--- src/rtl/core/guillotine_rect_packer_top_assert.svh ---
// Assertion macros for the rectangle packer.
`ifndef GUILLOTINE_RECT_PACKER_TOP_ASSERT_SVH
`define GUILLOTINE_RECT_PACKER_TOP_ASSERT_SVH

`ifndef SYNTHESIS
`define GRP_ASSERT(lbl, cond) \
    lbl: assert property (@(posedge clk) disable iff (!rst_n) (cond)) \
        else $error("packer assertion failed");
`define GRP_IMPLY(lbl, ante, cons) \
    lbl: assert property (@(posedge clk) disable iff (!rst_n) (ante) |-> (cons)) \
        else $error("packer assertion failed");
`define GRP_NEXT(lbl, ante, cons) \
    lbl: assert property (@(posedge clk) disable iff (!rst_n) (ante) |=> (cons)) \
        else $error("packer assertion failed");
`else
`define GRP_ASSERT(lbl, cond)
`define GRP_IMPLY(lbl, ante, cons)
`define GRP_NEXT(lbl, ante, cons)
`endif

`endif

--- src/rtl/core/grp_pkg.sv ---
package grp_pkg;

    localparam int COORD_BITS = 12;

    localparam logic OP_INIT   = 1'b0;
    localparam logic OP_INSERT = 1'b1;

    localparam logic [1:0] STAT_OK      = 2'd0;
    localparam logic [1:0] STAT_DROPPED = 2'd1;
    localparam logic [1:0] STAT_NOFIT   = 2'd2;
    localparam logic [1:0] STAT_ZERO    = 2'd3;

    localparam logic REG_ATLAS_WIDTH  = 1'b0;
    localparam logic REG_ATLAS_HEIGHT = 1'b1;

    typedef struct packed {
        logic        opcode;
        logic [12:0] req_width;
        logic [12:0] req_height;
    } in_item_t;

    typedef struct packed {
        logic [1:0]  status;
        logic [11:0] place_x;
        logic [11:0] place_y;
        logic [12:0] placed_width;
        logic [12:0] placed_height;
    } out_item_t;

    typedef struct packed {
        logic shift;
        logic load;
    } cell_ctrl_t;

endpackage

--- src/rtl/core/grp_cell.sv ---
module grp_cell #(
    parameter int WIDTH = 50
) (
    input  logic                clk,
    input  grp_pkg::cell_ctrl_t ctrl,
    input  logic [WIDTH-1:0]    shift_in,
    input  logic [WIDTH-1:0]    wr_data,
    output logic [WIDTH-1:0]    entry
);
    import grp_pkg::*;

    logic [WIDTH-1:0] entry_reg;
    logic [WIDTH-1:0] entry_next;

    always_comb
    begin
        entry_next = entry_reg;
        if (ctrl.load)
        begin
            entry_next = wr_data;
        end
        else if (ctrl.shift)
        begin
            entry_next = shift_in;
        end
    end

    always_ff @(posedge clk)
    begin
        entry_reg <= entry_next;
    end

    assign entry = entry_reg;

endmodule

--- config.mk ---
export PLATFORM = sky130hd
export DESIGN_NAME = grp_cell
export DESIGN_NICKNAME = d
export VERILOG_FILES = /design/src/rtl/core/guillotine_rect_packer_top_assert.svh /design/src/rtl/core/grp_pkg.sv /design/src/rtl/core/grp_cell.sv
export SDC_FILE = /design/constraint.sdc
export NUM_CORES = 1
export LEC_CHECK = 0
export BUFFER_PORTS_ARGS = -buffer_cell sky130_fd_sc_hd__clkbuf_2
export CAP_MARGIN = 20
export CORE_MARGIN = 4
export CORE_UTILIZATION = 42
export CTS_CLUSTER_DIAMETER = 40
export CTS_CLUSTER_SIZE = 20
export DETAILED_ROUTE_END_ITERATION = 7
export PLACE_DENSITY = 0.81
export RECOVER_POWER = 100
export SYNTH_ARGS = -nofsm -noshare
export SYNTH_HDL_FRONTEND = slang
export SYNTH_SLANG_ARGS = --single-unit
--- constraint.sdc ---
create_clock -name clk -period 2.6 [get_ports clk]
set_clock_uncertainty 0.05 [all_clocks]
set_input_delay 0.13 -clock clk [delete_from_list [all_inputs] [get_ports clk]]
set_output_delay 0.13 -clock clk [all_outputs]
set_load 0.01 [all_outputs]
==> run metrics <==
top cells by area, synth=edfxtp_1 (63%), mux2_4 (31%), buf_12 (4.2%), buf_6 (0.48%), mux2_2 (0.48%); actual slew at the worst max-slew pin=roughly 1.1 ns; f_max=between 0.5 and 0.6 GHz; Worst Hold Class=input pin to register; post-route cell area=between 0.002 and 0.003 mm2; Post-DP HPWL=about 4 mm; antenna viol nets, final=0; hold-fix buffers at CTS=0; via count=~1500; syn avg cell area=about 22 um2; initial core utilization=0.432; # rows=27; Final Routed Wirelength=5.11 mm; layout cells sized above 1=0.432; Fin Setup TNS=0 ns; worst hold path endpoint=entry[41]; total gr overflow=0; RSZ-0062 raised after global routing=no; TritonCTS clock tree=done; Die Span Y=83.1 um; Cell variety after synth=6; clk buf depth=2; Layout Nets=roughly 370; Worst setup EP type=register; setup bufs post-CTS=0; endpoints failing hold=0; min cycle time layout=roughly 1.7 ns; max-slew violation count=0; # diodes=0; Static Leak=between 1 and 1.5 nW; CP Class=input pin to register; total track usage=0.146; P per Cell Area=581 mW/mm2; critical path peak fanout=25; Worst Hold Depth=2; Cells after Synth=around 110; status=completed; Residual DRC=0; Area Growth Syn to Fin=25.4%; peak supply drop=between 0.2 and 0.3 mV; root buf cell=clkbuf_8; Die Footprint=between 0.006 and 0.007 mm2; port bufs=152; max cap viols=0; core area=around 0.0055 mm2; sequential fraction of the synthesis area=0.635; Place WS=~0.95 ns; GP Congestion=0.773; hold_sp=shift_in[41]; area leader, netlist=edfxtp_1; share of Yosys cell area claimed by the top area cell type=0.635; I/O Pins=~150; Iteration-0 DRC Markers=54; initial antenna violation count=0; largest net degree at the start of global routing=~50; drt first pass iters=4; number of global-route vias before repair=1637; CP Launch Type=input pin; headroom to the max-slew limit=0.253; Clock Sinks=50; Setup violations, final=0; Synth Register Bits=50; CP arrival=approximately 1.6 ns; syn nets=210; Avg WL per Cell=15.2 um; first-pass GRT wire length=between 8 and 9 mm; Final WS setup=0.888 ns; CTS buffer count=5; post-CTS sizing=0; Die Width=83.1 um; Via density=around 4.4; htree depth=2; synth warn=0; Netlist Area Pre-Place=roughly 0.0024 mm2; clock-pin slew of the registers on the worst-case setup and hold paths=around 0.09 ns; data required time at the worst endpoint=2.46 ns; Largest register FFs=50; Area after DPL=0.00313 mm2; post-route clock period utilization=0.659
## Yosys cell counts, drive strengths merged
master and n:
buf 6, edfxtp 50, mux2 50, or2 1
## report_power, final
| group | internal, W | total (W) | switching, W | leakage, nW |
|---|---|---|---|---|
| clock | 0.000189 | 0.000439 | 0.000250 | 0.0441 |
| combinational | 0.000128 | 0.000274 | 0.000146 | 0.698 |
| sequential | 0.000989 | 0.00101 | 0.0000236 | 0.509 |
| total | 0.00131 | 0.00173 | 0.000419 | 1.25 |
## through the flow
stage / hold slack, ns / total power [W] / instances / util
floorplan: 0.297 / 0.00123 / 107 / -
global placement: 0.381 / 0.00138 / 328 / 0.572
detailed placement: 0.384 / 0.00139 / 328 / 0.572
CTS: 0.0726 / 0.00183 / 336 / 0.588
global route: 0.0563 / 0.00181 / 336 / 0.542
finish: 0.0657 / 0.00173 / 336 / 0.542
## final cells by class
class	count	area, um2
multi-input combinational	51	573
clock inverter	3	21.3
sequential	50	1500
clock buffer	5	68.8
tap	72	90.1
timing repair buffer	155	713
fill	534	2500
## metal layers
layer | global-route usage | share of wire
met1 | 0.168 | 0.40
met2 | 0.260 | 0.50
met3 | 0.0417 | 0.10
met4 | 0.0490 | 0.0078
met5 | 0 | 0
## critical path: stages
cell,delay [ns]
buf_2,0.09
or2_2,0.46
clkbuf_1,0.89
## how the worst max path moves through the flow
stage | startpoint | endpoint | slack (ns) | cells past startpoint
2_1_floorplan | ctrl[0] | entry[0] | 0.58 | 3
3_3_place_gp | ctrl[0] | entry[47] | 0.97 | 3
3_5_place_dp | ctrl[0] | entry[47] | 0.95 | 3
4_1_cts | ctrl[0] | entry[47] | 1.27 | 3
5_1_grt | ctrl[0] | entry[18] | 0.76 | 3
6_report | ctrl[0] | entry[23] | 0.89 | 3
## logic make-up after synthesis
group         Yosys count  synth area share
simple gates            1           0.00265
buf+inv                 6            0.0471
flops                  50             0.635
mux                    50             0.316
## layout by cell type (no fill, tap or decap), drive strengths merged
master / count
clkbuf: 158
edfxtp: 50
mux2: 50
clkinv: 2
buf: 2
or2: 1
clkinvlp: 1
Note: power is estimated with default switching activity, not from simulation.
